## src/rtl/skf_pkg.sv

```systemverilog
// Shared types, constants and saturation helper for the scalar Kalman filter.
// No dependencies; used by skf_mul, skf_div and scalar_kalman_filter_unit.
package skf_pkg;

	localparam int DATA_W        = 32;
	localparam int DIGIT_W       = 4;
	localparam int FRAC_BITS_DEF = 16;
	localparam int CFG_ADDR_W    = 4;

	// register index codes, taken from paddr[3:2]
	localparam logic [1:0] REG_STATE_GAIN = 2'd0;
	localparam logic [1:0] REG_OBS_GAIN   = 2'd1;
	localparam logic [1:0] REG_PROC_NOISE = 2'd2;
	localparam logic [1:0] REG_MEAS_NOISE = 2'd3;

	typedef logic signed [DATA_W-1:0] word_t;

	localparam word_t S32_MAX = word_t'(32'h7FFF_FFFF);
	localparam word_t S32_MIN = word_t'(32'h8000_0000);

	// request to a serial arithmetic unit
	typedef struct packed {
		logic  start;
		word_t a;
		word_t b;
	} op_req_t;

	// Turn sign and magnitude into a saturated signed word.
	// hi_nz flags any magnitude bit at or above DATA_W.
	function automatic word_t sat_mag(input logic neg, input logic hi_nz,
			input logic [DATA_W-1:0] lo);
		word_t r;
		if (!neg) begin
			r = (hi_nz || lo[DATA_W-1]) ? S32_MAX : word_t'(lo);
		end else begin
			r = (hi_nz || (lo[DATA_W-1] && (|lo[DATA_W-2:0]))) ? S32_MIN
				: word_t'(~lo + 1'b1);
		end
		return r;
	endfunction

endpackage

```

## src/rtl/scalar_kalman_filter_unit.sv

```systemverilog
// Top level of the scalar Kalman filter: register port, stream ports and the
// sequencer that drives skf_mul and skf_div. Depends on skf_pkg.
//
// channel   dir  handshake          payload
// s_*       in   s_tvalid/s_tready  measurement (s_tdata[31:0])
// m_*       out  m_tvalid/m_tready  estimate [31:0], gain [63:32]
// apb       in   psel/penable       four registers at byte offsets 0,4,8,12
//
// One sample runs nine products through the shared 4-bit digit multiplier,
// plus the part of the 32 + FRAC_BITS step divide not hidden behind one product.
// Reset clears the registers to their defaults, estimate to 0, variance to 10.0.
// A result waits in the output register; the next sample is taken meanwhile,
// and the block stalls only when a new result finds that register still full.
module scalar_kalman_filter_unit #(
	parameter int FRAC_BITS = skf_pkg::FRAC_BITS_DEF
) (
	input  logic                             clk,
	input  logic                             arst_n,
	input  logic                             psel,
	input  logic                             penable,
	input  logic                             pwrite,
	input  logic [skf_pkg::CFG_ADDR_W-1:0]   paddr,
	input  logic [skf_pkg::DATA_W-1:0]       pwdata,
	output logic [skf_pkg::DATA_W-1:0]       prdata,
	output logic                             pready,
	input  logic                             s_tvalid,
	output logic                             s_tready,
	input  logic [skf_pkg::DATA_W-1:0]       s_tdata,  // [31:0] measurement
	output logic                             m_tvalid,
	input  logic                             m_tready,
	output logic [2*skf_pkg::DATA_W-1:0]     m_tdata   // [31:0] estimate, [63:32] gain
);

	localparam int DW = skf_pkg::DATA_W;

	localparam logic [63:0] ONE_W   = 64'd1 << FRAC_BITS;
	localparam logic [63:0] P_RST_W = 64'd10 << FRAC_BITS;
	localparam logic [63:0] Q_RST_W = (64'd655 << FRAC_BITS) >> 16;

	localparam skf_pkg::word_t ONE   = skf_pkg::word_t'(ONE_W[DW-1:0]);
	localparam skf_pkg::word_t P_RST = skf_pkg::word_t'(P_RST_W[DW-1:0]);
	localparam logic [DW-2:0]  Q_RST = Q_RST_W[DW-2:0];

	localparam logic [2:0] ST_IDLE     = 3'd0;
	localparam logic [2:0] ST_MUL_GO   = 3'd1;
	localparam logic [2:0] ST_MUL_WAIT = 3'd2;
	localparam logic [2:0] ST_DIV_WAIT = 3'd3;
	localparam logic [2:0] ST_OUT      = 3'd4;

	localparam logic [3:0] OP_XP  = 4'd0;
	localparam logic [3:0] OP_AA  = 4'd1;
	localparam logic [3:0] OP_PP  = 4'd2;
	localparam logic [3:0] OP_NUM = 4'd3;
	localparam logic [3:0] OP_DEN = 4'd4;
	localparam logic [3:0] OP_HX  = 4'd5;
	localparam logic [3:0] OP_UPD = 4'd6;
	localparam logic [3:0] OP_KH  = 4'd7;
	localparam logic [3:0] OP_PN  = 4'd8;

	function automatic skf_pkg::word_t sat_add(input skf_pkg::word_t a,
			input skf_pkg::word_t b, input logic sub);
		logic [DW:0] s;
		s = sub ? ({a[DW-1], a} - {b[DW-1], b}) : ({a[DW-1], a} + {b[DW-1], b});
		if (s[DW] != s[DW-1]) begin
			return s[DW] ? skf_pkg::S32_MIN : skf_pkg::S32_MAX;
		end
		return skf_pkg::word_t'(s[DW-1:0]);
	endfunction

	// configuration and filter state
	skf_pkg::word_t a_q;
	skf_pkg::word_t h_q;
	logic [DW-2:0]  q_q;
	logic [DW-2:0]  r_q;
	skf_pkg::word_t x_q;
	skf_pkg::word_t p_q;

	// per-sample working registers
	skf_pkg::word_t z_q;
	skf_pkg::word_t xp_q;
	skf_pkg::word_t t_q;
	skf_pkg::word_t pp_q;
	skf_pkg::word_t num_q;
	skf_pkg::word_t innov_q;
	skf_pkg::word_t k_q;
	skf_pkg::word_t xn_q;
	skf_pkg::word_t s_q;

	logic [2:0]        state_q;
	logic [3:0]        op_q;
	logic              m_tvalid_q;
	logic [2*DW-1:0]   m_tdata_q;

	skf_pkg::op_req_t mul_req;
	skf_pkg::op_req_t div_req;
	logic             mul_done;
	skf_pkg::word_t   mul_res;
	logic             div_busy;
	skf_pkg::word_t   div_res;

	logic             cfg_wr;
	logic             in_beat;
	logic             mul_fin;
	logic             out_free;
	logic             out_load;
	skf_pkg::word_t   den_val;

	assign pready   = 1'b1;
	assign cfg_wr   = psel && penable && pwrite;
	assign s_tready = (state_q == ST_IDLE);
	assign in_beat  = s_tvalid && s_tready;
	assign mul_fin  = (state_q == ST_MUL_WAIT) && mul_done;
	assign out_free = !m_tvalid_q || m_tready;
	assign out_load = (state_q == ST_OUT) && out_free;
	assign den_val  = sat_add(mul_res, skf_pkg::word_t'({1'b0, r_q}), 1'b0);

	always_comb begin
		case (paddr[3:2])
			skf_pkg::REG_STATE_GAIN: prdata = a_q;
			skf_pkg::REG_OBS_GAIN:   prdata = h_q;
			skf_pkg::REG_PROC_NOISE: prdata = {1'b0, q_q};
			skf_pkg::REG_MEAS_NOISE: prdata = {1'b0, r_q};
			default:                 prdata = '0;
		endcase
	end

	// operand select for the shared multiplier
	always_comb begin
		mul_req.start = (state_q == ST_MUL_GO);
		case (op_q)
			OP_XP:   begin mul_req.a = a_q;     mul_req.b = x_q;  end
			OP_AA:   begin mul_req.a = a_q;     mul_req.b = a_q;  end
			OP_PP:   begin mul_req.a = t_q;     mul_req.b = p_q;  end
			OP_NUM:  begin mul_req.a = pp_q;    mul_req.b = h_q;  end
			OP_DEN:  begin mul_req.a = num_q;   mul_req.b = h_q;  end
			OP_HX:   begin mul_req.a = h_q;     mul_req.b = xp_q; end
			OP_UPD:  begin mul_req.a = innov_q; mul_req.b = k_q;  end
			OP_KH:   begin mul_req.a = k_q;     mul_req.b = h_q;  end
			OP_PN:   begin mul_req.a = s_q;     mul_req.b = pp_q; end
			default: begin mul_req.a = a_q;     mul_req.b = a_q;  end
		endcase
	end

	// launch the divide as soon as the denominator is known
	assign div_req.start = mul_fin && (op_q == OP_DEN);
	assign div_req.a     = num_q;
	assign div_req.b     = den_val;

	skf_mul #(.FRAC_BITS(FRAC_BITS)) u_mul (
		.clk    (clk),
		.arst_n (arst_n),
		.req    (mul_req),
		.done   (mul_done),
		.res    (mul_res)
	);

	skf_div #(.FRAC_BITS(FRAC_BITS)) u_div (
		.clk    (clk),
		.arst_n (arst_n),
		.req    (div_req),
		.busy   (div_busy),
		.res    (div_res)
	);

	always_ff @(posedge clk or negedge arst_n) begin
		if (!arst_n) begin
			a_q        <= ONE;
			h_q        <= ONE;
			q_q        <= Q_RST;
			r_q        <= ONE[DW-2:0];
			x_q        <= '0;
			p_q        <= P_RST;
			state_q    <= ST_IDLE;
			op_q       <= OP_XP;
			m_tvalid_q <= 1'b0;
		end else begin
			if (cfg_wr) begin
				case (paddr[3:2])
					skf_pkg::REG_STATE_GAIN: a_q <= pwdata;
					skf_pkg::REG_OBS_GAIN:   h_q <= pwdata;
					skf_pkg::REG_PROC_NOISE: q_q <= pwdata[DW-2:0];
					skf_pkg::REG_MEAS_NOISE: r_q <= pwdata[DW-2:0];
					default:                 a_q <= a_q;
				endcase
			end

			m_tvalid_q <= out_load || (m_tvalid_q && !m_tready);

			case (state_q)
				ST_IDLE: begin
					if (in_beat) begin
						op_q    <= OP_XP;
						state_q <= ST_MUL_GO;
					end
				end
				ST_MUL_GO: state_q <= ST_MUL_WAIT;
				ST_MUL_WAIT: begin
					if (mul_done) begin
						case (op_q)
							OP_HX: state_q <= ST_DIV_WAIT;
							OP_PN: begin
								// commit the new state
								x_q     <= xn_q;
								p_q     <= mul_res;
								state_q <= ST_OUT;
							end
							default: begin
								op_q    <= op_q + 1'b1;
								state_q <= ST_MUL_GO;
							end
						endcase
					end
				end
				ST_DIV_WAIT: begin
					if (!div_busy) begin
						op_q    <= OP_UPD;
						state_q <= ST_MUL_GO;
					end
				end
				ST_OUT: begin
					if (out_free) begin
						state_q <= ST_IDLE;
					end
				end
				default: state_q <= ST_IDLE;
			endcase
		end
	end

	always_ff @(posedge clk) begin
		if (in_beat) begin
			z_q <= s_tdata;
		end
		if (mul_fin) begin
			case (op_q)
				OP_XP:   xp_q    <= mul_res;
				OP_AA:   t_q     <= mul_res;
				OP_PP:   pp_q    <= sat_add(mul_res, skf_pkg::word_t'({1'b0, q_q}), 1'b0);
				OP_NUM:  num_q   <= mul_res;
				OP_HX:   innov_q <= sat_add(z_q, mul_res, 1'b1);
				OP_UPD:  xn_q    <= sat_add(xp_q, mul_res, 1'b0);
				OP_KH:   s_q     <= sat_add(ONE, mul_res, 1'b1);
				default: t_q     <= t_q;
			endcase
		end
		if (state_q == ST_DIV_WAIT && !div_busy) begin
			k_q <= div_res;
		end
		if (out_load) begin
			m_tdata_q <= {k_q, xn_q};
		end
	end

	assign m_tvalid = m_tvalid_q;
	assign m_tdata  = m_tdata_q;

	a_mul_done_expected: assert property (@(posedge clk) disable iff (!arst_n)
		mul_done |-> (state_q == ST_MUL_WAIT))
		else $error("multiplier result arrived outside a wait");

	a_div_start_idle: assert property (@(posedge clk) disable iff (!arst_n)
		div_req.start |-> !div_busy)
		else $error("divide launched while the divider is busy");

	a_out_after_div: assert property (@(posedge clk) disable iff (!arst_n)
		(state_q == ST_OUT) |-> !div_busy)
		else $error("result formed before the gain was ready");

	a_accept_quiet: assert property (@(posedge clk) disable iff (!arst_n)
		in_beat |=> (state_q == ST_MUL_GO) && (op_q == OP_XP) && !div_busy)
		else $error("sample accepted with work still in flight");

endmodule

```

## src/rtl/skf_mul.sv

```systemverilog
// Digit-serial signed fixed-point multiplier: one DIGIT_W digit of the
// multiplier per cycle, then floor shift by FRAC_BITS and saturation.
// Depends on skf_pkg.
module skf_mul #(
	parameter int FRAC_BITS = skf_pkg::FRAC_BITS_DEF
) (
	input  logic             clk,
	input  logic             arst_n,
	input  skf_pkg::op_req_t req,
	output logic             done,
	output skf_pkg::word_t   res
);

	localparam int DW    = skf_pkg::DATA_W;
	localparam int DIG   = skf_pkg::DIGIT_W;
	localparam int STEPS = DW / DIG;
	localparam int CNT_W = $clog2(STEPS);
	localparam int MW    = 2 * DW - FRAC_BITS;

	localparam logic [1:0] PH_IDLE = 2'd0;
	localparam logic [1:0] PH_RUN  = 2'd1;
	localparam logic [1:0] PH_RND  = 2'd2;
	localparam logic [1:0] PH_SAT  = 2'd3;

	logic [1:0]       phase_q;
	logic [CNT_W-1:0] cnt_q;
	logic             done_q;
	logic             neg_q;
	logic [DW-1:0]    mag_a_q;
	logic [2*DW-1:0]  prod_q;
	logic [MW-1:0]    mag_q;
	skf_pkg::word_t   res_q;

	logic [DW-1:0]     a_abs;
	logic [DW-1:0]     b_abs;
	logic [DW+DIG-1:0] part_sum;
	logic [2*DW-1:0]   shifted;
	logic              low_nz;
	logic [MW-1:0]     mag_next;

	assign a_abs = req.a[DW-1] ? (~req.a + 1'b1) : req.a;
	assign b_abs = req.b[DW-1] ? (~req.b + 1'b1) : req.b;

	// upper half plus multiplicand times the lowest digit
	assign part_sum = {{DIG{1'b0}}, prod_q[2*DW-1:DW]}
		+ ({{DIG{1'b0}}, mag_a_q} * {{DW{1'b0}}, prod_q[DIG-1:0]});

	// floor on negative values: round the magnitude up when bits drop out
	assign shifted  = prod_q >> FRAC_BITS;
	assign low_nz   = |prod_q[FRAC_BITS-1:0];
	assign mag_next = shifted[MW-1:0] + {{(MW-1){1'b0}}, neg_q & low_nz};

	always_ff @(posedge clk or negedge arst_n) begin
		if (!arst_n) begin
			phase_q <= PH_IDLE;
			cnt_q   <= '0;
			done_q  <= 1'b0;
		end else begin
			done_q <= (phase_q == PH_SAT);
			case (phase_q)
				PH_IDLE: begin
					if (req.start) begin
						cnt_q   <= '0;
						phase_q <= PH_RUN;
					end
				end
				PH_RUN: begin
					cnt_q <= cnt_q + 1'b1;
					if (cnt_q == CNT_W'(STEPS - 1)) begin
						phase_q <= PH_RND;
					end
				end
				PH_RND:  phase_q <= PH_SAT;
				PH_SAT:  phase_q <= PH_IDLE;
				default: phase_q <= PH_IDLE;
			endcase
		end
	end

	always_ff @(posedge clk) begin
		if (phase_q == PH_IDLE && req.start) begin
			neg_q   <= req.a[DW-1] ^ req.b[DW-1];
			mag_a_q <= a_abs;
			prod_q  <= {{DW{1'b0}}, b_abs};
		end
		if (phase_q == PH_RUN) begin
			prod_q <= {part_sum, prod_q[DW-1:DIG]};
		end
		if (phase_q == PH_RND) begin
			mag_q <= mag_next;
		end
		if (phase_q == PH_SAT) begin
			res_q <= skf_pkg::sat_mag(neg_q, |mag_q[MW-1:DW], mag_q[DW-1:0]);
		end
	end

	assign done = done_q;
	assign res  = res_q;

endmodule

```

## src/rtl/skf_div.sv

```systemverilog
// Bit-serial restoring divider: (a * 2^FRAC_BITS) / b truncated toward zero,
// saturated to 32 bits, zero for a zero divisor. Depends on skf_pkg.
module skf_div #(
	parameter int FRAC_BITS = skf_pkg::FRAC_BITS_DEF
) (
	input  logic             clk,
	input  logic             arst_n,
	input  skf_pkg::op_req_t req,
	output logic             busy,
	output skf_pkg::word_t   res
);

	localparam int DW    = skf_pkg::DATA_W;
	localparam int NB    = DW + FRAC_BITS;
	localparam int CNT_W = $clog2(NB);

	localparam logic [1:0] PH_IDLE = 2'd0;
	localparam logic [1:0] PH_RUN  = 2'd1;
	localparam logic [1:0] PH_SAT  = 2'd2;

	logic [1:0]       phase_q;
	logic [CNT_W-1:0] cnt_q;
	logic             neg_q;
	logic [DW-1:0]    d_q;
	logic [DW-1:0]    rem_q;
	logic [NB-1:0]    dvd_q;
	skf_pkg::word_t   res_q;

	logic [DW-1:0] num_abs;
	logic [DW-1:0] den_abs;
	logic          den_zero;
	logic [DW:0]   trial;
	logic [DW:0]   diff;
	logic          ge;

	assign num_abs  = req.a[DW-1] ? (~req.a + 1'b1) : req.a;
	assign den_abs  = req.b[DW-1] ? (~req.b + 1'b1) : req.b;
	assign den_zero = (req.b == '0);

	assign trial = {rem_q, dvd_q[NB-1]};
	assign ge    = (trial >= {1'b0, d_q});
	assign diff  = trial - {1'b0, d_q};

	always_ff @(posedge clk or negedge arst_n) begin
		if (!arst_n) begin
			phase_q <= PH_IDLE;
			cnt_q   <= '0;
		end else begin
			case (phase_q)
				PH_IDLE: begin
					if (req.start && !den_zero) begin
						cnt_q   <= '0;
						phase_q <= PH_RUN;
					end
				end
				PH_RUN: begin
					cnt_q <= cnt_q + 1'b1;
					if (cnt_q == CNT_W'(NB - 1)) begin
						phase_q <= PH_SAT;
					end
				end
				PH_SAT:  phase_q <= PH_IDLE;
				default: phase_q <= PH_IDLE;
			endcase
		end
	end

	always_ff @(posedge clk) begin
		if (phase_q == PH_IDLE && req.start) begin
			neg_q <= req.a[DW-1] ^ req.b[DW-1];
			d_q   <= den_abs;
			rem_q <= '0;
			dvd_q <= {num_abs, {FRAC_BITS{1'b0}}};
			if (den_zero) begin
				res_q <= '0;
			end
		end
		if (phase_q == PH_RUN) begin
			// shift quotient bits in as dividend bits leave
			rem_q <= ge ? diff[DW-1:0] : trial[DW-1:0];
			dvd_q <= {dvd_q[NB-2:0], ge};
		end
		if (phase_q == PH_SAT) begin
			res_q <= skf_pkg::sat_mag(neg_q, |dvd_q[NB-1:DW], dvd_q[DW-1:0]);
		end
	end

	assign busy = (phase_q != PH_IDLE);
	assign res  = res_q;

endmodule

```

## config.mk

```make
export PLATFORM = sky130hd
export DESIGN_NAME = scalar_kalman_filter_unit
export DESIGN_NICKNAME = d
export VERILOG_FILES = /design/src/rtl/skf_pkg.sv /design/src/rtl/scalar_kalman_filter_unit.sv /design/src/rtl/skf_mul.sv /design/src/rtl/skf_div.sv
export SDC_FILE = /design/constraint.sdc
export NUM_CORES = 2
export LEC_CHECK = 0
export ABC_CLOCK_PERIOD_IN_PS = 10250
export BUFFER_PORTS_ARGS = -buffer_cell sky130_fd_sc_hd__buf_2
export CAP_MARGIN = 10
export CORE_MARGIN = 2
export CORE_UTILIZATION = 60
export CTS_BUF_LIST = sky130_fd_sc_hd__clkbuf_8
export DETAILED_ROUTE_END_ITERATION = 16
export PLACE_DENSITY = 0.84
export SLEW_MARGIN = 25
export SYNTH_ARGS = -nofsm -noshare
export SYNTH_HDL_FRONTEND = slang
export SYNTH_SLANG_ARGS = --single-unit
export TNS_END_PERCENT = 10
```

## constraint.sdc

```tcl
create_clock -name clk -period 10.25 [get_ports clk]
set_clock_uncertainty 0.15 [all_clocks]
set_input_delay 0 -clock clk [delete_from_list [all_inputs] [get_ports clk]]
set_output_delay 0 -clock clk [all_outputs]
set_load 0.005 [all_outputs]
```

# [Word level (Yosys, flattened, before mapping)]
# Index checks and enable logic that the tools add are counted.
[classes] n_eq_ne=36 reduce_logical=62 multipliers=1 n_addsub=17 n_bitwise=9 n_mux=71 magnitude_cmp=1
[ops] op="$mux 32" count=29
[ops] op="$pmux 64 s8" count=1
[ops] op="$add 32x1->32 const B" count=6
[ops] op="$not 32->32" count=6
[ops] op="$mux 64" count=2
[ops] op="$pmux 32 s4" count=1
[ops] op="$add 32x32->33" count=3
[ops] op="$mux 48" count=2
[ops] op="$mux 31" count=2
[ops] op="$reduce_or 31->1" count=2
[ops] op="$add 48x1->48" count=1
[ops] op="$reduce_or 16->1" count=3
[ops] op="$add 32x36->36" count=1
[ops] op="$mul 32x4->36" count=1
[ops] op="$ge 33x32->1" count=1
[ops] op="$sub 18x32->33 const A" count=1
[ops] op="$sub 32x32->33" count=1
[ops] op="$logic_not 32->1" count=1
[ops] op="$reduce_and 2->1" count=16
[ops] op="$sub 32x32->32" count=1
[ops] op="$eq 4x3->1 const B" count=4
[ops] op="$mux 4" count=4
[ops] op="$mux 3" count=5
[ops] op="$pmux 3 s5" count=1
[ops] op="37 further kinds" count=102
[totals] input_bits=75 register_bits=886

# [Longest topological paths before layout]
[depth] ltp_word=9 depth_mapped=27 mapped_depth_nobuf=23

# [By module]
# A second synthesis with hierarchy kept.
[hier_totals] hier_cells=5123 area_unflattened_um2=54279.6
[by_module_without_submodules] module="scalar_kalman_filter_unit" cells_each=2626 seq_area_each_um2=15538.7 area_each_um2=29978.8 instances=1
[by_module_without_submodules] module="skf_mul" cells_each=1455 seq_area_each_um2=5465.2 area_each_um2=14468.9 instances=1
[by_module_without_submodules] module="skf_div" cells_each=1042 seq_area_each_um2=4554.4 area_each_um2=9831.9 instances=1

# [Worst setup path after synthesis]
# OpenSTA, ideal clock, no wires.
[synth_path] path_kind="reg-to-reg" startpoint="register u_mul.res_q[2], in the netlist u_mul.res[2]" endpoint="register u_div.res_q[0], in the netlist u_div.res[0] (enable)" arrival_time_ns=8.083 t_required_ns=9.634 path_stages_with_launch=28 path_slack_ns=1.551 setup_ns=0.466 path_cell_list="edfxtp_1 ha_1 o21ai_1 o21a_1 or4_4 buf_6 a211o_1 nand4_1 a221oi_1 o21bai_1 a21oi_1 xnor2_1 ha_1 clkbuf_1 clkbuf_1 clkbuf_1 clkbuf_1 clkbuf_1 o21ai_0 ha_1 o21ai_0 nor2_1 nor4b_1 a32o_1 nand4_1 nor3_4 nand4_1 o21ai_0"
[synth_between] elab_chain_cells=7
[synth_rtl] item="start, declared" line_no="skf_mul.sv:32" rtl="skf_pkg::word_t res_q;"
[synth_rtl] item="start signal, assigned" line_no="skf_mul.sv:93" rtl="res_q <= skf_pkg::sat_mag(neg_q, |mag_q[MW-1:DW], mag_q[DW-1:0]);"
[synth_rtl] item="$add 32x32->33 (*)" line_no="scalar_kalman_filter_unit.sv:63" rtl="s = sub ? ({a[DW-1], a} - {b[DW-1], b}) : ({a[DW-1], a} + {b[DW-1], b});"
[synth_rtl] item="$mux 32 or $ne 1x1->1 (tied branches)" line_no="scalar_kalman_filter_unit.sv:65, scalar_kalman_filter_unit.sv:64"
[synth_rtl] item="$mux 32 or $mux 1 (tied branches)" line_no="scalar_kalman_filter_unit.sv:64" rtl="if (s[DW] != s[DW-1]) begin"
[synth_rtl] item="$mux 32 (*)" line_no="scalar_kalman_filter_unit.sv:67" rtl="return skf_pkg::word_t'(s[DW-1:0]);"
[synth_rtl] item="$logic_not 32->1 (*)" line_no="skf_div.sv:38" rtl="assign den_zero = (req.b == '0);"
[synth_rtl] item="$reduce_bool 2->1 (no source line) (*)"
[synth_rtl] item="$reduce_and 2->1 (no source line) (*)"
[synth_rtl] item="end signal, assigned" line_no="skf_div.sv:84" rtl="res_q <= skf_pkg::sat_mag(neg_q, |dvd_q[NB-1:DW], dvd_q[DW-1:0]);"
[synth_rtl] item="end, declared" line_no="skf_div.sv:27" rtl="skf_pkg::word_t res_q;"
# Every way passes the cells marked *; elsewhere a longest branch is shown, timed or not. The select of a mux whose other input is x is not followed.
# A chain may end at the register's enable or synchronous reset.

# [Worst setup path in the final report]
[layout_path] startpoint="register u_mul.res_q[1], in the netlist u_mul.res[1]" endpoint="register u_div.res_q[20], in the netlist u_div.res[20] (enable)"
# The elaborated chain is that of the path after synthesis.

==> impl_metrics.json <==
{
  "cts.sinks": 886,
  "setup_viol": 0,
  "period_needed_ns": 8.209,
  "hold_viol": 0,
  "route.detailed.drc": 0,
  "leakage_nw": 24.31,
  "synthFlopType": "edfxtp_1",
  "dr.first_iter.drc_count": 6099,
  "vias_per_cell": 6.640,
  "async_reset_ff_share_pct": 23.93,
  "yosysWarnings": 0,
  "dp_slack_ns": 2.280,
  "pwr_density_cell_nw_per_um2": 366.4,
  "ys_seq_area_share_pct": 46.47,
  "syn_inst": 5181,
  "nNetsFinal": 5869,
  "cts-htree-levels": 4,
  "max_clock_freq_ghz": 0.1218,
  "synth_top_cell_by_area": "edfxtp_1",
  "tightest_slew_ns": 1.248,
  "antenna_found_initial": 14,
  "start_kind": "flop",
  "sw_frac_of_total_pct": 47.55,
  "setup_tns_ns": 0,
  "synth_top_area_share_pct": 36.80,
  "wl_per_cell_um": 27.69,
  "grt_max_degree": 106,
  "drv_slew": 0,
  "syn_nets": 5577,
  "setup_slack_ns": 2.041,
  "rsz0062_at_grt": "false",
  "maxSlewHeadroom_pct": 16.38,
  "cts_tree": "done",
  "synth_commonest_cells": "674 x edfxtp_1, 390 x nand2_1, 331 x o21ai_0, 312 x inv_1, 304 x nor2_1",
  "drive_gt1_share_pct": 13.65,
  "cts_buffers": 149,
  "cp_max_fo": 32,
  "seq_power_share_pct": 27.8,
  "instances_no_fill": 6790,
  "cts_resized": 0,
  "core_area_um2": 91250,
  "place_inst": 6369,
  "die_h_um": 306.8,
  "synth_area_leaders": "edfxtp_1 37%, dfrtp_1 9.1%, ha_1 5.1%",
  "design_area_um2": 61480,
  "num_rows": 111,
  "grt_first_pass_wirelength_mm": 274.0,
  "netlist_area_um2": 55000,
  "vias": 45085,
  "fin_crit_sh_pct": 80.09,
  "critPathKind": "reg -> reg",
  "avgSynthCellArea_um2": 10.62,
  "cap_violations": 0,
  "track_usage_pct": 39.62,
  "yosysMostFrequentCell": "edfxtp_1",
  "clkSlewWorstSetupHoldPaths_ns": 0.06,
  "power_switching_mw": 10.71,
  "drt_pre_antenna_iters": 11,
  "gp_congestion": 1.072,
  "dp_hpwl_mm": 138.8,
  "power_frac_clock_pct": 14.0,
  "required_ns": 10.59,
  "ant_nets": 0,
  "die-width_um": 306.8,
  "holdCritPathClass": "in -> reg",
  "ir_worst_vdd_v": 0.0002802,
  "endpoint_kind": "flop",
  "synth.distinct_cells": 111,
  "synth-edff-count": 674,
  "status": "finished, final reports clean",
  "clockRootBuffer": "clkbuf_8",
  "grt_overflow": 0,
  "power_mw": 22.52,
  "clockBufferDepth": 3,
  "crit_arrival_ns": 8.55,
  "area_delta_synth_final_pct": 11.77,
  "grt_pass1_vias": 42530,
  "drt_wl_total_mm": 188.0,
  "worstSkewPairLatency_ns": 0.89,
  "intPower_mw": 11.81,
  "io_buffers": 170,
  "pin_count": 174,
  "die_area_um2": 94110,
  "p_comb_share_pct": 58.2,
  "placed_cell_area_um2": 57110,
  "ys_ff_latch": 886,
  "initial_utilization_pct": 60.28
}
-- critical path, cell delays in order, from the launching register on --
cell and delay [ns]:
edfxtp_1 0.79, inv_1 0.53, fa_1 0.58, nand2b_1 0.20, a211oi_2 0.33, o211ai_1 0.32, and4_1 0.36, o21a_1 0.26
ha_1 0.85, o211ai_1 0.46, o21ai_0 0.26, ha_1 0.31, o21ai_0 0.11, nor2_1 0.18, nor4b_1 0.25, a32o_1 0.24
nand4_1 0.32, nor3_4 0.43, nand4_1 0.24, o21ai_2 0.18, buf_4 0.43
-- stage by stage --
stage | hold WS (ns) | utilization [%]
floorplan | -0.4456 | -
global placement | -0.07003 | 62.53
detailed placement | -0.06372 | 62.59
CTS | 0.02626 | 67.35
global route | 0.1359 | 67.36
finish | 0.1572 | 67.38
-- power groups by stage --
stage / clock [mW] / combinational (mW) / sequential [mW]
final: 3.16 / 13.1 / 6.26
after global routing: 3.32 / 14.3 / 6.29
after CTS: 3.17 / 12.7 / 6.18
after detailed placement: 0 / 12.6 / 6.24
after global placement: 0 / 12.3 / 6.22
after floorplan: 0 / 9.44 / 5.69
-- sequential cells by signal, summed over array words and instances, names as in the netlist, 48 cells and up --
| register | flops |
|---|---|
| m_tdata | 64 |
| u_mul.prod_q | 64 |
| u_div.dvd_q | 48 |
| u_mul.mag_q | 48 |
-- layout make-up --
class | instances | area (um^2)
inverter | 313 | 1175
fill | 6673 | 29770
timing repair buffer | 390 | 2888
clock inverter | 113 | 688.2
antenna | 6 | 15.01
tap | 1186 | 1484
sequential | 886 | 25560
multi-input combinational | 3733 | 27420
clock buffer | 163 | 2243
-- layout by cell type (no fill, tap or decap), types with 131 or more instances in the layout --
| cell | synthesis | routed |
|---|---|---|
| and2_1 | 176 | 176 |
| a21oi_1 | 285 | 285 |
| xnor2_1 | 170 | 169 |
| nand2_1 | 390 | 389 |
| nor2_1 | 304 | 299 |
| ha_1 | 225 | 221 |
| xor2_1 | 131 | 131 |
| clkbuf_8 | 0 | 163 |
| dlygate4sd3_1 | 0 | 138 |
| mux2_2 | 156 | 156 |
| o21ai_0 | 331 | 327 |
| buf_2 | 28 | 170 |
| inv_1 | 312 | 374 |
| dfrtp_1 | 201 | 199 |
| edfxtp_1 | 674 | 674 |
-- what timing repair did --
| action | 4_1_cts | 5_1_grt |
|---|---|---|
| hold buffers | 139 | 0 |
| endpoints found under the hold margin | 372 | 0 |
| setup buffers | 0 | 0 |
-- worst paths after layout --
kind	startpoint	end	slack, ns	depth (start not counted)
setup / recovery	u_mul.res[1]$_DFFE_PP_	u_div.res[20]$_SDFFCE_PP0P_	2.04	20
hold / removal	paddr[2]	q_q[1]$_DFFE_PN1P_	0.16	5
setup reg to reg	u_mul.res[1]$_DFFE_PP_	u_div.res[20]$_SDFFCE_PP0P_	2.04	20
hold reg to reg	u_div.res[27]$_SDFFCE_PP0P_	k_q[27]$_DFFE_PP_	0.26	0
max in group asynchronous	arst_n	p_q[13]$_DFFE_PN0P_	8.75	4
min in group asynchronous	arst_n	q_q[1]$_DFFE_PN1P_	0.22	3
-- routing by layer --
layer,routed length (um),GRT usage [%],vias up,part of all wire [%]
met5,112,0,-,0.060
met4,14840,26.81,18,7.9
met3,22060,10.44,574,12
met2,81330,58.92,2880,43
met1,69660,51.06,21817,37
li1,-,-,19796,-
-- kinds of logic after synthesis --
| logic type | count (synthesis) | share of synthesized area (%) |
|---|---|---|
| muxes | 249 | 5.591 |
| xor gates and xnor gates | 301 | 4.793 |
| DFF | 886 | 46.47 |
| AOI/OAI and AO/OA | 1312 | 15.68 |
| adders and majority gates | 354 | 9.213 |
| other | 1 | 0.006818 |
| buffers and inverters | 562 | 4.022 |
| and+or+nand+nor | 1516 | 14.23 |
Power figures use the tool's default switching activity.
